### src/design/skyatl_pkg.sv
// shared types, constants and helpers for the skyline atlas allocator
`default_nettype none

package skyatl_pkg;

  localparam int ATLAS_WIDTH  = 512;
  localparam int ATLAS_HEIGHT = 512;

  // field widths of the request and result
  localparam int WIDTH_W  = 9;
  localparam int HEIGHT_W = 10;
  localparam int POS_X_W  = 9;
  localparam int POS_Y_W  = 9;

  // column address and stored height widths
  localparam int ADDR_W = $clog2(ATLAS_WIDTH);
  localparam int FILL_W = $clog2(ATLAS_HEIGHT + 1);

  // widths for sums of addresses with widths, and heights with heights
  localparam int SUM_W  = ((ADDR_W > WIDTH_W) ? ADDR_W : WIDTH_W) + 1;
  localparam int HSUM_W = ((FILL_W > HEIGHT_W) ? FILL_W : HEIGHT_W) + 1;

  localparam logic [ADDR_W-1:0] LAST_COL = ADDR_W'(ATLAS_WIDTH - 2);
  localparam logic [ADDR_W-1:0] TOP_COL  = ADDR_W'(ATLAS_WIDTH - 1);

  typedef enum logic [3:0] {
    ST_CLEAR,
    ST_IDLE,
    ST_FWD,
    ST_GAP,
    ST_BWD,
    ST_DRAIN,
    ST_DECIDE,
    ST_WRITE,
    ST_RESULT
  } state_t;

  // sequencer to datapath
  typedef struct packed {
    logic                rd_en;
    logic [ADDR_W-1:0]   rd_addr;
    logic [ADDR_W-1:0]   pm_rd_addr;
    logic                fwd;
    logic                bwd;
    logic                blk_first;
    logic                eval;
    logic                start;
    logic                empty_win;
    logic                decide;
    logic [HEIGHT_W-1:0] rect_h;
    logic                wr_en;
    logic                wr_clear;
    logic [ADDR_W-1:0]   wr_addr;
    logic                res_load;
  } ctrl_t;

  // datapath result back to sequencer and output stage
  typedef struct packed {
    logic               granted;
    logic [POS_X_W-1:0] pos_x;
    logic [POS_Y_W-1:0] pos_y;
  } status_t;

  function automatic logic [FILL_W-1:0] fill_max(input logic [FILL_W-1:0] a,
                                                 input logic [FILL_W-1:0] b);
    fill_max = (a > b) ? a : b;
  endfunction

endpackage

`default_nettype wire

### src/design/skyatl_ctrl.sv
// sequencer: clearing sweep, forward and backward scan passes, write-back
`default_nettype none

module skyatl_ctrl (
  input  wire logic                             clk,
  input  wire logic                             rst,
  input  wire logic                             in_valid,
  output logic                                  in_ready,
  input  wire logic [skyatl_pkg::WIDTH_W-1:0]   rect_width,
  input  wire logic [skyatl_pkg::HEIGHT_W-1:0]  rect_height,
  input  wire logic                             out_free,
  input  wire skyatl_pkg::status_t              status,
  output skyatl_pkg::ctrl_t                     ctrl
);

  skyatl_pkg::state_t state;
  skyatl_pkg::state_t state_next;

  logic [skyatl_pkg::ADDR_W-1:0]   idx;
  logic [skyatl_pkg::WIDTH_W-1:0]  phase;
  logic [skyatl_pkg::WIDTH_W-1:0]  wk;
  logic [skyatl_pkg::WIDTH_W-1:0]  w_reg;
  logic [skyatl_pkg::HEIGHT_W-1:0] h_reg;

  logic [skyatl_pkg::WIDTH_W-1:0]  w_less1;
  logic [skyatl_pkg::SUM_W-1:0]    win_end;
  logic [skyatl_pkg::SUM_W-1:0]    pm_addr_sum;
  logic [skyatl_pkg::SUM_W-1:0]    wr_addr_sum;
  logic                            too_wide;
  logic                            in_xfer;

  assign w_less1     = w_reg - skyatl_pkg::WIDTH_W'(1);
  assign win_end     = skyatl_pkg::SUM_W'(idx) + skyatl_pkg::SUM_W'(w_reg);
  assign pm_addr_sum = win_end - skyatl_pkg::SUM_W'(1);
  assign wr_addr_sum = skyatl_pkg::SUM_W'(status.pos_x) + skyatl_pkg::SUM_W'(wk);
  assign too_wide    = 32'(rect_width) >= skyatl_pkg::ATLAS_WIDTH;
  assign in_xfer     = in_valid && in_ready;

  always_ff @(posedge clk) begin
    if (rst) begin
      state <= skyatl_pkg::ST_CLEAR;
    end else begin
      state <= state_next;
    end
  end

  always_comb begin
    state_next     = state;
    in_ready       = 1'b0;
    ctrl           = '0;
    ctrl.rd_addr   = idx;
    ctrl.pm_rd_addr = pm_addr_sum[skyatl_pkg::ADDR_W-1:0];
    ctrl.wr_addr   = idx;
    ctrl.rect_h    = h_reg;
    case (state)
      skyatl_pkg::ST_CLEAR: begin
        ctrl.wr_en    = 1'b1;
        ctrl.wr_clear = 1'b1;
        if (idx == skyatl_pkg::TOP_COL) begin
          state_next = skyatl_pkg::ST_IDLE;
        end
      end
      skyatl_pkg::ST_IDLE: begin
        in_ready = 1'b1;
        if (in_valid) begin
          ctrl.start     = 1'b1;
          ctrl.empty_win = (rect_width == '0);
          if (rect_width == '0 || too_wide) begin
            state_next = skyatl_pkg::ST_DECIDE;
          end else begin
            state_next = skyatl_pkg::ST_FWD;
          end
        end
      end
      skyatl_pkg::ST_FWD: begin
        ctrl.rd_en     = 1'b1;
        ctrl.fwd       = 1'b1;
        ctrl.blk_first = (phase == '0);
        if (idx == skyatl_pkg::LAST_COL) begin
          state_next = skyatl_pkg::ST_GAP;
        end
      end
      // lets the last prefix write land before the backward pass reads it
      skyatl_pkg::ST_GAP: begin
        state_next = skyatl_pkg::ST_BWD;
      end
      skyatl_pkg::ST_BWD: begin
        ctrl.rd_en     = 1'b1;
        ctrl.bwd       = 1'b1;
        ctrl.blk_first = (idx == skyatl_pkg::LAST_COL) || (phase == w_less1);
        ctrl.eval      = win_end <= skyatl_pkg::SUM_W'(skyatl_pkg::ATLAS_WIDTH - 1);
        if (idx == '0) begin
          state_next = skyatl_pkg::ST_DRAIN;
        end
      end
      skyatl_pkg::ST_DRAIN: begin
        state_next = skyatl_pkg::ST_DECIDE;
      end
      skyatl_pkg::ST_DECIDE: begin
        ctrl.decide = 1'b1;
        state_next  = skyatl_pkg::ST_WRITE;
      end
      skyatl_pkg::ST_WRITE: begin
        ctrl.wr_addr = wr_addr_sum[skyatl_pkg::ADDR_W-1:0];
        if (status.granted && wk != w_reg) begin
          ctrl.wr_en = 1'b1;
        end else begin
          state_next = skyatl_pkg::ST_RESULT;
        end
      end
      skyatl_pkg::ST_RESULT: begin
        if (out_free) begin
          ctrl.res_load = 1'b1;
          state_next    = skyatl_pkg::ST_IDLE;
        end
      end
      default: begin
        state_next = skyatl_pkg::ST_IDLE;
      end
    endcase
  end

  // column index, block phase and write offset
  always_ff @(posedge clk) begin
    if (rst) begin
      idx   <= '0;
      phase <= '0;
      wk    <= '0;
    end else begin
      case (state)
        skyatl_pkg::ST_CLEAR: begin
          idx <= idx + skyatl_pkg::ADDR_W'(1);
        end
        skyatl_pkg::ST_IDLE: begin
          idx   <= '0;
          phase <= '0;
        end
        skyatl_pkg::ST_FWD: begin
          // phase is kept at the last column for the backward pass
          if (idx != skyatl_pkg::LAST_COL) begin
            idx   <= idx + skyatl_pkg::ADDR_W'(1);
            phase <= (phase == w_less1) ? '0 : phase + skyatl_pkg::WIDTH_W'(1);
          end
        end
        skyatl_pkg::ST_BWD: begin
          if (idx != '0) begin
            idx   <= idx - skyatl_pkg::ADDR_W'(1);
            phase <= (phase == '0) ? w_less1 : phase - skyatl_pkg::WIDTH_W'(1);
          end
        end
        skyatl_pkg::ST_DECIDE: begin
          wk <= '0;
        end
        skyatl_pkg::ST_WRITE: begin
          if (status.granted && wk != w_reg) begin
            wk <= wk + skyatl_pkg::WIDTH_W'(1);
          end
        end
        default: begin
        end
      endcase
    end
  end

  always_ff @(posedge clk) begin
    if (in_xfer) begin
      w_reg <= rect_width;
      h_reg <= rect_height;
    end
  end

endmodule

`default_nettype wire

### config.mk
export PLATFORM = sky130hd
export DESIGN_NAME = skyatl_ctrl
export DESIGN_NICKNAME = d
export VERILOG_FILES = /design/src/design/skyatl_pkg.sv /design/src/design/skyatl_ctrl.sv
export SDC_FILE = /design/constraint.sdc
export NUM_CORES = 1
export LEC_CHECK = 0
export BUFFER_PORTS_ARGS = -buffer_cell sky130_fd_sc_hd__buf_2
export CAP_MARGIN = 30
export CORE_ASPECT_RATIO = 1.75
export CORE_MARGIN = 1.5
export CORE_UTILIZATION = 35
export DETAILED_ROUTE_END_ITERATION = 6
export PLACE_DENSITY = 0.6
export SETUP_SLACK_MARGIN = 0.3
export SLEW_MARGIN = 20
export SYNTH_ARGS = -nofsm -noshare
export SYNTH_HDL_FRONTEND = slang
export SYNTH_SLANG_ARGS = --single-unit
### constraint.sdc
create_clock -name clk -period 5.9 [get_ports clk]
set_clock_uncertainty 0.05 [all_clocks]
set_input_delay 1.475 -clock clk [delete_from_list [all_inputs] [get_ports clk]]
set_output_delay 1.475 -clock clk [all_outputs]
set_load 0.05 [all_outputs]
# ---- Word level (Yosys, flattened, before mapping)
# Index checks and enable logic that the tools add are counted.
dict set report totals {
  reg_bits 50
  in_bits 42
  output_inout_bits 49
}
dict set report classes {
  add_sub_neg 9
  n_lt_le_gt_ge 1
  eq_ne 22
  muxes 33
  reduce_logical 16
}
# cell n
set op_table {}
lappend op_table {{2-to-1 mux 9 bit} 8}
lappend op_table {{one-hot mux 4 bit (9 select lines)} 1}
lappend op_table {{one-hot mux 9 bit (4 select lines)} 1}
lappend op_table {{subtractor 9 x 1 -> 9 bit, second input constant} 4}
lappend op_table {{adder 9 x 1 -> 9 bit, second input constant} 3}
lappend op_table {{logical NOT 9 bit} 3}
lappend op_table {{one-hot mux 9 bit (3 select lines)} 1}
lappend op_table {{2-to-1 mux 4 bit} 6}
lappend op_table {{equality test 9 bit, second input constant} 2}
lappend op_table {{!= test 2 bit, second input constant} 9}
lappend op_table {{one-hot mux 9 bit (2 select lines)} 1}
lappend op_table {{equality test 4 x 3 -> 1 bit, second input constant} 4}
lappend op_table {{adder 9 x 9 -> 10 bit} 1}
lappend op_table {{<= comparator 10 x 9 -> 1 bit, second input constant} 1}
lappend op_table {{2-to-1 mux 1 bit} 10}
lappend op_table {{adder 9 bit} 1}
lappend op_table {{equality test 9 bit} 1}
lappend op_table {{!= test 9 bit} 1}
lappend op_table {{!= test 9 bit, second input constant} 1}
lappend op_table {{nonzero test 9 bit} 1}
lappend op_table {{equality test 4 x 2 -> 1 bit, second input constant} 2}
lappend op_table {{AND reduction 3 bit} 2}
lappend op_table {{AND reduction 6 bit} 1}
lappend op_table {{equality test 4 x 1 -> 1 bit, second input constant} 1}
lappend op_table {{other kinds (12)} 15}

# ---- Logic depth before layout (Yosys ltp)
dict set report depth {
  depth_word 5
  depth_mapped 13
  mapped_depth_nobuf 11
}

# ---- Least setup slack after synthesis
# OpenSTA, ideal clock, no wires.
dict set report synth_path {
  path_type {input-to-output}
  startpoint {input port in_valid}
  endpoint {output port ctrl[24] (netlist bit)}
  arrival_ns 3.927
  required_ns 4.375
  slack_ns 0.448
  stages 3
  path_cell_list {inv_1 nor4_1 buf_4}
}
# item line
set synth_lines {}
lappend synth_lines {{start: declaration} skyatl_ctrl.sv:7} ;# input wire logic in_valid,
lappend synth_lines {{end: declaration} skyatl_ctrl.sv:13} ;# output skyatl_pkg::ctrl_t ctrl

==> flow_summary.yaml <==
outcome:
  outcome: "finished clean"
placed_design:
  dp_hpwl_um: 9650
  place.port_buffers: 81
  gp_congestion: 0.858
  detailed_place.area_um2: 4880
synthesis:
  synth_top_area_share_pct: 14.2
  postSynthRegisterBits: 50
  netlist_area_um2: 4380
  ys_warn_count: 0
  post_synth_main_area_contributors: "sky130_fd_sc_hd__dfxtp_1 14%, sky130_fd_sc_hd__edfxtp_1 13%, sky130_fd_sc_hd__ha_1 8.6%"
  synth-seq-area-share_pct: 27.2
  postSynthCellCount: 525
  synth.net_count: 600
  number_of_distinct_library_cells_after_synthesis: 68
  synth_top_flop_cell: "sky130_fd_sc_hd__dfxtp_1"
  synth.largest_area_cell: "sky130_fd_sc_hd__dfxtp_1"
  post_synth.cell_area_avg_um2: 8.35
  async_reset_ff_share_pct: 0
  synth-edff-count: 19
power:
  switchingPower_mw: 0.241
  switching_share_pct: 29.9
  power_leakage_nw: 2.11
  pwr-share-seq_pct: 45.7
  clkPwrFrac_pct: 35.9
  power_frac_comb_pct: 18.4
  vdd_ir_drop_max_mv: 0.112
  p_int_mw: 0.566
  powerDensity_nw_per_um2: 161
timing:
  slew-limit-headroom_pct: 49.2
  grt_setup_unrepaired: "no"
  fmax_mhz: 199
  final.min_clock_period_ns: 5.04
  setup-tns-final_ns: 0
  final_max_slew_viol_count: 0
  worst_pin_slew_ns: 0.761
  final.period_utilization_pct: 85.4
  setup_viol_count_final: 0
  hold_violations: 0
setup_path:
  worst_setup_sp_type: "input pin"
  critical_path.max_fanout: 2
  setup.worst_path.end_class: "output pin"
  crit_type: "in -> out"
  crit_arrival_ns: 3.51
  timing.critical_path.required_ns: 4.38
clock_network:
  cts.sink_count: 50
  cts-buffers-inserted: 5
  cts-root-buf: "sky130_fd_sc_hd__clkbuf_16"
  path_clk_slew_ns: 0.06
  post_cts_sizing_count: 0
  post_cts_hold_buffer_count: 0
  tritoncts: "done"
  ctsHtreeMaxLevel: 2
  post-cts-setup-buffer-count: 0
  clk_latency_ns: 0.30
  cts.path.max_buffers: 2
floorplanning:
  io_pins: 91
  die_ar_um2: 13200
  core_area_um2: 12100
  core.rowCount: 53
  start_util_pct: 36.1
  fp.dieH_um: 151
  die_w_um: 87.6
layout:
  post_route_cells_drive_above_1_share_pct: 18.8
  layout.cells.most_common: "sky130_fd_sc_hd__buf_2"
  fillerInstances: 1230
  finish.instance_area_um2: 5020
  insertedDiodeCount: 0
  largest_register_ff_count: 10
  final_net_count: 660
  layout_common_cells: "82 x sky130_fd_sc_hd__buf_2, 47 x sky130_fd_sc_hd__nor2_1, 40 x sky130_fd_sc_hd__nand2_1, 36 x sky130_fd_sc_hd__xnor2_1, 31 x sky130_fd_sc_hd__dfxtp_1"
  areaGrowthSynthToFinish_pct: 14.6
route:
  routed_wire_length_per_instance_um: 16.3
  dr_total_vias: 4090
  drt_pre_antenna_iters: 5
  ant_nets: 0
  totalWireLength_um: 12200
  drc_errors: 0
  initialDrtViolationCount: 190
  avgViaCountPerCell: 5.45
grt:
  grt_pass1_vias: 4125
  grt-busiest-layer: "met2"
  globalRoute.totalOverflow: 0
  grt_use_total_pct: 19.3
  grt_start_max_net_pins: 37
  grt_pass1_wl_um: 19900
  groute.layer.met3.usage_pct: 2.07
  antenna_found_initial: 0
  grt_use_met1_pct: 20.3
  grt_util_met2_pct: 36.9
min_path:
  min_path_type: "reg -> reg"
job:
  max_cap_viol_count: 0
==> Yosys cell counts (4+ instances only) <==
| cell | instances |
|---|---|
| sky130_fd_sc_hd__or3_1 | 8 |
| sky130_fd_sc_hd__nand3_1 | 15 |
| sky130_fd_sc_hd__nand4_1 | 5 |
| sky130_fd_sc_hd__xor2_1 | 17 |
| sky130_fd_sc_hd__edfxtp_1 | 19 |
| sky130_fd_sc_hd__a21o_1 | 9 |
| sky130_fd_sc_hd__nand3b_1 | 4 |
| sky130_fd_sc_hd__o41ai_1 | 4 |
| sky130_fd_sc_hd__or2_2 | 6 |
| sky130_fd_sc_hd__and3b_1 | 4 |
| sky130_fd_sc_hd__a21oi_1 | 30 |
| sky130_fd_sc_hd__nor3b_1 | 7 |
| sky130_fd_sc_hd__dfxtp_1 | 31 |
| sky130_fd_sc_hd__ha_1 | 30 |
| sky130_fd_sc_hd__o21ai_0 | 28 |
| sky130_fd_sc_hd__mux2i_1 | 7 |
| sky130_fd_sc_hd__o21bai_1 | 6 |
| sky130_fd_sc_hd__buf_2 | 8 |
| sky130_fd_sc_hd__nand2b_1 | 8 |
| sky130_fd_sc_hd__o211ai_1 | 8 |
| sky130_fd_sc_hd__clkbuf_1 | 21 |
| sky130_fd_sc_hd__a211oi_1 | 4 |
| sky130_fd_sc_hd__nor4b_1 | 5 |
| sky130_fd_sc_hd__nand2_1 | 40 |
| sky130_fd_sc_hd__nor2b_1 | 5 |
| sky130_fd_sc_hd__nor4_1 | 10 |
| sky130_fd_sc_hd__nor2_1 | 47 |
| sky130_fd_sc_hd__xnor2_1 | 36 |
| sky130_fd_sc_hd__nor3_1 | 22 |
| sky130_fd_sc_hd__inv_1 | 22 |
| sky130_fd_sc_hd__a31oi_1 | 4 |
==> worst max-delay path, stage by stage <==
cell and delay (ns):
sky130_fd_sc_hd__buf_2 0.10, sky130_fd_sc_hd__ha_1 0.20, sky130_fd_sc_hd__inv_1 0.07, sky130_fd_sc_hd__fa_1 0.20, sky130_fd_sc_hd__nor2b_1 0.06, sky130_fd_sc_hd__o21ai_0 0.22, sky130_fd_sc_hd__a21oi_1 0.12, sky130_fd_sc_hd__o21ai_0 0.23
sky130_fd_sc_hd__a21oi_1 0.12, sky130_fd_sc_hd__or3_1 0.37, sky130_fd_sc_hd__nand3_1 0.10, sky130_fd_sc_hd__buf_2 0.27
==> cell families (layout without fill, tap and decap cells) <==
kind of cell	Yosys count	count (layout)	synth area share (%)
flip-flops	50	50	27.2
buffers and inverters	54	115	5.28
multiplexers	7	7	1.60
adder cells (fa/ha/maj)	34	34	10.2
AND/OR/NAND/NOR	208	208	26.0
AO/OA/AOI/OAI	117	117	18.2
XOR/XNOR	55	55	11.6
==> worst paths after layout <==
check / startpoint / end / slack, ns / depth (start not counted)
min reg2reg: wk[5] / wk[5] / 0.51 / 2
max: status[9] / ctrl[9] / 0.86 / 12
max reg2reg: state[3] / idx[8] / 2.49 / 11
min: wk[5] / wk[5] / 0.51 / 2
==> per-stage QoR <==
| stage | setup WS [ns] | std cells | total power, mW | hold WS [ns] | utilization [%] |
|---|---|---|---|---|---|
| 2_1_floorplan | 0.448 | 525 | 0.482 | 0.449 | - |
| 3_3_place_gp | 0.887 | 742 | 0.522 | 0.494 | 40.2 |
| 3_5_place_dp | 0.880 | 743 | 0.525 | 0.504 | 40.2 |
| 4_1_cts | 0.869 | 751 | 0.817 | 0.513 | 41.4 |
| 5_1_grt | 0.689 | 751 | 0.843 | 0.575 | 41.4 |
| 6_report | 0.862 | 751 | 0.807 | 0.515 | 41.4 |
==> routing by layer <==
metal,vias up,wire length [µm]
met5,-,0
met4,0,480
met3,27,470
met2,107,6680
met1,1927,4610
li1,2029,-
==> power groups by stage <==
stage	combinational, mW	sequential (mW)	clock (mW)
floorplan	0.103	0.379	0
global placement	0.146	0.376	0
detailed placement	0.148	0.376	0
CTS	0.149	0.368	0.300
global route	0.162	0.369	0.312
finish	0.148	0.369	0.290
==> layout make-up <==
class / count / area (µm²) / share of cell area (%)
clock buffer: 6 / 129 / 2.57
clock inverter: 2 / 13.8 / 0.274
inverter: 22 / 82.6 / 1.64
multi-input combinational: 421 / 2970 / 59.1
sequential: 50 / 1190 / 23.7
tap: 165 / 206 / 4.11
timing repair buffer: 85 / 433 / 8.62
No activity file was read; power rests on OpenSTA's default activity.
